==> config.mk <==
export PLATFORM = sky130hd
export DESIGN_NAME = realtime_task_scheduler
export DESIGN_NICKNAME = d
export VERILOG_FILES = /design/src/design/rts_pkg.sv /design/src/design/rts_front.sv /design/src/design/rts_back.sv /design/src/design/realtime_task_scheduler.sv
export SDC_FILE = /design/constraint.sdc
export NUM_CORES = 2
export LEC_CHECK = 0
export ABC_CLOCK_PERIOD_IN_PS = 20100
export BUFFER_PORTS_ARGS = -buffer_cell sky130_fd_sc_hd__buf_2
export CAP_MARGIN = 20
export CORE_MARGIN = 5
export CORE_UTILIZATION = 60
export CTS_BUF_LIST = sky130_fd_sc_hd__clkbuf_2 sky130_fd_sc_hd__clkbuf_4 sky130_fd_sc_hd__clkbuf_8
export DETAILED_ROUTE_END_ITERATION = 10
export PLACE_DENSITY = 0.75
export SYNTH_ARGS = -nofsm -noshare
export SYNTH_HDL_FRONTEND = slang
export SYNTH_HIERARCHICAL = 1
export SYNTH_SLANG_ARGS = --single-unit
==> constraint.sdc <==
create_clock -name clk -period 20.1 [get_ports clk]
set_input_delay 4.02 -clock clk [delete_from_list [all_inputs] [get_ports clk]]
set_output_delay 4.02 -clock clk [all_outputs]
set_load 0.05 [all_outputs]
==> src/design/rts_pkg.sv <==
// Shared types and codes for the real-time task scheduler.
// No dependencies; imported by every module of the block.
`timescale 1ns / 1ps
`default_nettype none
package rts_pkg;

  localparam logic       ACT_RELEASE  = 1'b0;
  localparam logic       ACT_TICK     = 1'b1;

  localparam logic [1:0] KIND_IDLE    = 2'd0;
  localparam logic [1:0] KIND_RAN     = 2'd1;
  localparam logic [1:0] KIND_ACCEPT  = 2'd2;
  localparam logic [1:0] KIND_REJECT  = 2'd3;

  localparam logic [1:0] POL_EDF      = 2'd0;
  localparam logic [1:0] POL_SRT      = 2'd1;
  localparam logic [1:0] POL_LLF      = 2'd2;

  localparam logic       REG_POLICY   = 1'b0;
  localparam logic       REG_PREEMPT  = 1'b1;

  typedef struct packed {
    logic        action;
    logic [3:0]  task_id;
    logic [15:0] exec_time;
    logic [15:0] deadline;
  } in_item_t;

  typedef struct packed {
    logic [1:0]  kind;
    logic [3:0]  run_id;
    logic        done_res;
    logic [15:0] start_time;
    logic [15:0] end_time;
    logic [15:0] wait_time;
    logic        missed;
  } out_item_t;

  typedef struct packed {
    logic [1:0] policy;
    logic       preemptive;
  } cfg_t;

endpackage
`default_nettype wire

==> src/design/rts_front.sv <==
// Front end: two-entry command queue that takes release and tick items.
// Depends on rts_pkg.
`timescale 1ns / 1ps
`default_nettype none
module rts_front (
  input  wire               clk,
  input  wire               rst,
  input  wire               push,
  input  rts_pkg::in_item_t item,
  output logic              full,
  output logic              cmd_valid,
  output logic              cmd_tick,
  output rts_pkg::in_item_t cmd,
  input  wire               cmd_pop
);
  import rts_pkg::*;

  in_item_t   q [2];
  logic       wp;
  logic       rp;
  logic [1:0] count;
  logic       do_push;
  logic       do_pop;

  assign full      = (count == 2'd2);
  assign cmd_valid = (count != 2'd0);
  assign cmd       = q[rp];
  assign cmd_tick  = (q[rp].action == ACT_TICK);
  assign do_push   = push && !full;
  assign do_pop    = cmd_pop && cmd_valid;

  always_ff @(posedge clk) begin
    if (do_push) begin
      q[wp] <= item;
    end
    if (rst) begin
      wp    <= 1'b0;
      rp    <= 1'b0;
      count <= 2'd0;
    end else begin
      if (do_push) begin
        wp <= ~wp;
      end
      if (do_pop) begin
        rp <= ~rp;
      end
      count <= count + 2'(do_push) - 2'(do_pop);
    end
  end

endmodule
`default_nettype wire

==> src/design/rts_back.sv <==
// Back end: slot store, selection scan and execution of one tick or release.
// Depends on rts_pkg.
`timescale 1ns / 1ps
`default_nettype none
module rts_back #(
  parameter int MAX_TASKS = 16,
  parameter int TIME_BITS = 16
) (
  input  wire                clk,
  input  wire                rst,
  input  rts_pkg::cfg_t      cfg,
  input  wire                cmd_valid,
  input  wire                cmd_tick,
  input  rts_pkg::in_item_t  cmd,
  output logic               cmd_pop,
  input  wire                res_ready,
  output logic               res_valid,
  output rts_pkg::out_item_t res
);
  import rts_pkg::*;

  localparam int IW = (MAX_TASKS > 1) ? $clog2(MAX_TASKS) : 1;
  localparam int WB = (TIME_BITS > 16) ? TIME_BITS : 16;
  localparam int KW = WB + 2;
  localparam logic [TIME_BITS-1:0] TMAX = {TIME_BITS{1'b1}};

  localparam logic [2:0] ST_IDLE  = 3'd0;
  localparam logic [2:0] ST_SCAN  = 3'd1;
  localparam logic [2:0] ST_DRAIN = 3'd2;
  localparam logic [2:0] ST_LOAD  = 3'd3;
  localparam logic [2:0] ST_EXEC  = 3'd4;

  typedef struct packed {
    logic [3:0]           id;
    logic [TIME_BITS-1:0] rel;
    logic [15:0]          exec;
    logic [15:0]          rem;
    logic [15:0]          dl;
    logic [TIME_BITS-1:0] start;
  } entry_t;

  entry_t               mem [MAX_TASKS];
  entry_t               rd;
  logic [IW-1:0]        rd_idx;
  logic                 rd_pend;
  logic [IW-1:0]        rd_addr;
  logic                 we;
  logic [IW-1:0]        wa;
  entry_t               wd;

  logic [MAX_TASKS-1:0] valid;
  logic [MAX_TASKS-1:0] started;
  logic [TIME_BITS-1:0] now;
  logic [IW-1:0]        run_slot;
  logic                 busy;

  logic [2:0]           state;
  logic [IW-1:0]        idx;
  logic                 found;
  logic [IW-1:0]        best;
  entry_t               best_e;
  logic signed [KW-1:0] bkey;

  logic [IW-1:0]        free_slot;
  logic                 free_found;
  logic signed [KW-1:0] key;
  logic                 take;
  logic [TIME_BITS-1:0] now_inc;
  logic signed [KW-1:0] now_x;
  logic signed [KW-1:0] nxt_x;
  logic signed [KW-1:0] wait_x;
  logic [15:0]          wait_c;
  logic                 fin;
  logic [TIME_BITS-1:0] start_v;
  logic [KW-1:0]        start_x;
  out_item_t            res_next;
  logic                 res_valid_next;

  // lowest free slot
  always_comb begin
    free_slot  = '0;
    free_found = 1'b0;
    for (int i = MAX_TASKS - 1; i >= 0; i--) begin
      if (!valid[i]) begin
        free_slot  = IW'(i);
        free_found = 1'b1;
      end
    end
  end

  assign now_inc = (now == TMAX) ? now : now + 1'b1;
  assign now_x   = signed'(KW'(now));
  assign nxt_x   = signed'(KW'(now_inc));

  always_comb begin
    unique case (cfg.policy)
      POL_SRT: key = signed'(KW'(rd.rem));
      POL_LLF: key = signed'(KW'(rd.dl)) - now_x - signed'(KW'(rd.rem));
      default: key = signed'(KW'(rd.dl));
    endcase
  end

  assign take = rd_pend && valid[rd_idx] &&
                (!found || key < bkey || (key == bkey && rd.id < best_e.id));

  assign fin     = (best_e.rem <= 16'd1);
  assign start_v = started[best] ? best_e.start : now;
  assign start_x = KW'(start_v);
  assign wait_x  = nxt_x - signed'(KW'(best_e.rel)) - signed'(KW'(best_e.exec));
  always_comb begin
    if (wait_x < 0) begin
      wait_c = 16'd0;
    end else if (wait_x > signed'(KW'(16'hFFFF))) begin
      wait_c = 16'hFFFF;
    end else begin
      wait_c = wait_x[15:0];
    end
  end

  assign rd_addr = (state == ST_IDLE) ? run_slot : idx;

  // store write port
  always_comb begin
    we = 1'b0;
    wa = best;
    wd = best_e;
    if (state == ST_IDLE && cmd_valid && res_ready && !cmd_tick && free_found) begin
      we      = 1'b1;
      wa      = free_slot;
      wd.id   = cmd.task_id;
      wd.rel  = now;
      wd.exec = cmd.exec_time;
      wd.rem  = cmd.exec_time;
      wd.dl   = cmd.deadline;
      wd.start = '0;
    end else if (state == ST_EXEC) begin
      we       = 1'b1;
      wd.start = start_v;
      wd.rem   = fin ? 16'd0 : best_e.rem - 16'd1;
    end
  end

  assign cmd_pop = (state == ST_IDLE) && cmd_valid && res_ready;

  // result of the item that finishes this cycle
  always_comb begin
    res_next       = '0;
    res_valid_next = 1'b0;
    unique case (state)
      ST_IDLE: begin
        if (cmd_pop && !cmd_tick) begin
          res_next.run_id = cmd.task_id;
          res_next.kind   = free_found ? KIND_ACCEPT : KIND_REJECT;
          res_valid_next  = 1'b1;
        end
      end
      ST_DRAIN: begin
        // nothing ready: idle tick
        res_valid_next = !(found || take);
      end
      ST_EXEC: begin
        res_next.kind   = KIND_RAN;
        res_next.run_id = best_e.id;
        res_valid_next  = 1'b1;
        if (fin) begin
          res_next.done_res   = 1'b1;
          res_next.start_time = start_x[15:0];
          res_next.end_time   = nxt_x[15:0];
          res_next.wait_time  = wait_c;
          res_next.missed     = (nxt_x > signed'(KW'(best_e.dl)));
        end
      end
      default: ;
    endcase
  end

  always_ff @(posedge clk) begin
    if (we) begin
      mem[wa] <= wd;
    end
    rd     <= mem[rd_addr];
    rd_idx <= rd_addr;
    res    <= res_next;
    if (take) begin
      best_e <= rd;
      bkey   <= key;
      best   <= rd_idx;
    end
    unique case (state)
      ST_LOAD: begin
        best_e <= rd;
        best   <= run_slot;
      end
      default: ;
    endcase

    if (rst) begin
      state     <= ST_IDLE;
      valid     <= '0;
      started   <= '0;
      now       <= '0;
      run_slot  <= '0;
      busy      <= 1'b0;
      idx       <= '0;
      found     <= 1'b0;
      rd_pend   <= 1'b0;
      res_valid <= 1'b0;
    end else begin
      res_valid <= res_valid_next;
      rd_pend   <= (state == ST_SCAN);
      unique case (state)
        ST_IDLE: begin
          if (cmd_pop) begin
            if (!cmd_tick) begin
              if (free_found) begin
                valid[free_slot]   <= 1'b1;
                started[free_slot] <= 1'b0;
              end
            end else if (!cfg.preemptive && busy && valid[run_slot]) begin
              state <= ST_LOAD;
            end else begin
              idx   <= '0;
              found <= 1'b0;
              state <= ST_SCAN;
            end
          end
        end
        ST_SCAN: begin
          if (take) begin
            found <= 1'b1;
          end
          if (idx == IW'(MAX_TASKS - 1)) begin
            state <= ST_DRAIN;
          end else begin
            idx <= idx + 1'b1;
          end
        end
        ST_DRAIN: begin
          if (found || take) begin
            state <= ST_EXEC;
          end else begin
            // nothing ready: idle tick
            now   <= now_inc;
            busy  <= 1'b0;
            state <= ST_IDLE;
          end
        end
        ST_LOAD: begin
          state <= ST_EXEC;
        end
        ST_EXEC: begin
          now   <= now_inc;
          state <= ST_IDLE;
          if (fin) begin
            valid[best]   <= 1'b0;
            started[best] <= 1'b0;
            busy          <= 1'b0;
            run_slot      <= '0;
          end else begin
            started[best] <= 1'b1;
            busy          <= 1'b1;
            run_slot      <= best;
          end
        end
        default: state <= ST_IDLE;
      endcase
    end
  end

endmodule
`default_nettype wire

==> src/design/realtime_task_scheduler.sv <==
// Real-time task scheduler: a release is handled by the back end in its idle state; a tick
// scans the slot store (one slot read per cycle through the store's single read port) and
// then runs the chosen task, or gives an idle tick when the scan finds no ready task; a
// non-preemptive task that keeps running is loaded without a scan. Items queue in a
// two-entry front queue; each result passes through the back end's result register into
// the output register and waits there until popped, and the back end starts the next
// item only once that register is free and no result is on its way to it.
// Depends on rts_pkg, rts_front and rts_back.
`timescale 1ns / 1ps
`default_nettype none
module realtime_task_scheduler #(
  parameter int MAX_TASKS = 16,
  parameter int TIME_BITS = 16
) (
  input  wire                clk,
  input  wire                rst,
  input  wire                push,
  input  rts_pkg::in_item_t  item,
  output logic               full,
  output logic               empty,
  input  wire                pop,
  output rts_pkg::out_item_t result,
  input  wire                wr_en,
  input  wire                wr_index,
  input  wire [1:0]          wr_data
);
  import rts_pkg::*;

  cfg_t      cfg;
  logic      cmd_valid;
  logic      cmd_tick;
  in_item_t  cmd;
  logic      cmd_pop;
  logic      res_valid;
  out_item_t res;
  logic      out_valid;

  always_ff @(posedge clk) begin
    if (res_valid) begin
      result <= res;
    end
    if (rst) begin
      cfg.policy     <= POL_EDF;
      cfg.preemptive <= 1'b1;
      out_valid      <= 1'b0;
    end else begin
      if (wr_en) begin
        unique case (wr_index)
          REG_POLICY:  cfg.policy     <= wr_data;
          REG_PREEMPT: cfg.preemptive <= wr_data[0];
          default: ;
        endcase
      end
      // hold the result until its transfer
      if (res_valid) begin
        out_valid <= 1'b1;
      end else if (pop) begin
        out_valid <= 1'b0;
      end
    end
  end

  assign empty = !out_valid;

  rts_front u_front (
    .clk       (clk),
    .rst       (rst),
    .push      (push),
    .item      (item),
    .full      (full),
    .cmd_valid (cmd_valid),
    .cmd_tick  (cmd_tick),
    .cmd       (cmd),
    .cmd_pop   (cmd_pop)
  );

  rts_back #(
    .MAX_TASKS (MAX_TASKS),
    .TIME_BITS (TIME_BITS)
  ) u_back (
    .clk       (clk),
    .rst       (rst),
    .cfg       (cfg),
    .cmd_valid (cmd_valid),
    .cmd_tick  (cmd_tick),
    .cmd       (cmd),
    .cmd_pop   (cmd_pop),
    .res_ready (!out_valid && !res_valid),
    .res_valid (res_valid),
    .res       (res)
  );

endmodule
`default_nettype wire

==> metrics <==
outcome finished, final reports clean; CP max stage delay 0.74 ns; gr ovfl total 0; initial antenna violation count 4; Reg-to-Reg Start u_back/now[1]$_SDFFE_PP0P_; Clock Latency Late Sink 1.02 ns; worst-case clock buffer depth 4; PD cells 114 nW/µm²; most common cell after layout, fill and taps aside edfxtp_1; fin area 81400 µm²; DP HPWL 108000 µm; combinational power share 15.0%; die area 129000 µm²; post-route setup slack 12.76 ns; Routed WL per cell 24.8 µm; Remaining DRCs 0; Mapped Nets 6037; Worst-Margin Slew 1.12 ns; Post-CTS Resized 0; Num CTS Buffers 300; hold depth 0; drt initial violations 6471; clock skew 0.0933 ns; vias in the first global route 47124; clock sinks 1796; Final min period 7.34 ns; average instance area after synthesis 12.4 µm²; I/O pin cnt 103; Setup Slack @ Placement 12.97 ns; fillcell total 8551; Starting Density 60.1%; synthesized cell area 73000 µm²; worst vdd ir 0.104 mV; WL final 197000 µm; CP startpoint kind register; critical path class reg2reg; Seq pwr share 51.3%; final-stage net count 6252; Multi-input gate area 19500 µm²; leakage 29.0 nW; FF-to-FF path depth 24; Root Buffer clkbuf_8; hold_sp u_back/res[20]$_SDFF_PN0_; Hold Buf Count CTS 0; Syn Inst Count 5879; maximum fanout along the worst path 48; Clock Pin Slew Worst Setup and Hold Paths 0.06 ns; sw frac 27.2%; setup tns final 0 ns; register area 51800 µm²; synth warn 6; fmax 0.136 GHz; final count of hold timing violations 0; core area 121000 µm²; Pre-Repair DR Iteration Count 8; Final Non-Filler Cells 7938; power share of the clock group 33.8%; pin count of the biggest net entering global routing 197; Placed Cells 7415; Max Slew Vio Count 0; first-pass GRT wire length 291000 µm; RSZ-0062 raised after global routing false; Critical Path Start u_back/now[1]$_SDFFE_PP0P_; # setup viols final 0; Crit path required time 20.70 ns; synth-to-layout area growth 11.5%; Max-Cap Viols 0; layout cells sized above 1 13.1%; hold crit path type reg2reg; CTS tree done; die width 359 µm; most frequent cells in the layout 1580 x edfxtp_1, 1512 x nand2_1, 706 x nand3_1, 336 x clkbuf_8, 214 x dfxtp_1; Post-CTS Setup Bufs 0; post-layout total power 9.27 mW; Critical Path, Cell by Cell inv_1, ha_1, nor2b_1, o31a_1, o211ai_1, a21oi_1, or4b_2, a31o_2, a21oi_1, xnor2_1, ha_1, or2_2, a21oi_1, and3b_1, xnor2_1, o221ai_1, ha_1, nand2_1, nor4_1, a2111oi_0, o211ai_1, a21oi_2, a21o_4, buf_4; Critical Path Slowest Stage Cell buf_4; routability cong. 0.914; Slew HR 25.1%; CTS H-Tree Depth 5; placed inst area 75600 µm²; CP Capture Type register; Port Buffers 102; FP Rows 128; Switch Pwr 2.52 mW; vias per inst 6.23; critical path arrival 7.94 ns; P_int 6.75 mW; GRT Overall Usage 30.3%; post-route clock period utilization 36.5%; Chip Height 359 µm; DR vias 49451; Routed Antenna Nets 0
==> flip-flops by register name (all words and copies together), names as in the netlist, 18 cells and up, named ones only <==
signal         count
u_back/res        56
u_back/rd         84
u_front/q         74
result            56
u_back/mem      1344
u_back/bkey       18
u_back/best_e     84
==> path summary, 6_finish.rpt <==
kind | slack (ns) | to
max | 12.76 | u_back/best_e[66]$_DFFE_PP_
min | 0.40 | result[20]$_DFFE_PP_
max reg2reg | 12.76 | u_back/best_e[66]$_DFFE_PP_
min reg2reg | 0.40 | result[20]$_DFFE_PP_
==> stage by stage <==
stage / utilization (%) / hold slack (ns)
final: 67.1 / 0.397
after global placement: 62.3 / 0.386
after CTS: 67.0 / 0.396
after global routing: 67.0 / 0.411
after floorplan: - / 0.386
after detailed placement: 62.3 / 0.390
==> power by group through the flow <==
stage	logic (mW)	registers (mW)	clock network (mW)
floorplan	0.741	4.88	0
global placement	1.32	4.82	0
detailed placement	1.35	4.83	0
CTS	1.36	4.75	3.17
global route	1.48	4.77	3.36
finish	1.39	4.75	3.13
==> critical path: cells and delay by family (launching register included) <==
| family | cells | cell delay, ns |
|---|---|---|
| AOI/OAI and AO/OA | 11 | 2.91 |
| xor gates and xnor gates | 2 | 0.29 |
| adders and majority gates | 3 | 0.87 |
| buffers and inverters | 2 | 0.86 |
| DFF | 1 | 0.46 |
| and+or+nand+nor | 6 | 1.49 |
==> per-layer routing <==
layer / vias to the layer above / global-route usage, % / routed length (µm)
li1: 21894 / - / -
met1: 24042 / 43.5 / 77000
met2: 3076 / 46.0 / 89600
met3: 439 / 7.08 / 23900
met4: 0 / 10.7 / 6520
met5: - / 0 / 0
==> layout make-up <==
| type | instances | area share [%] |
|---|---|---|
| Antenna cell | 3 | 0.00922 |
| Multi-Input combinational cell | 3594 | 23.9 |
| Clock inverter | 80 | 0.490 |
| Inverter | 146 | 0.695 |
| Sequential cell | 1796 | 63.6 |
| Tap cell | 1625 | 2.50 |
| Timing Repair Buffer | 256 | 2.17 |
| Clock buffer | 438 | 6.62 |
(Power assumes the default switching activity.)
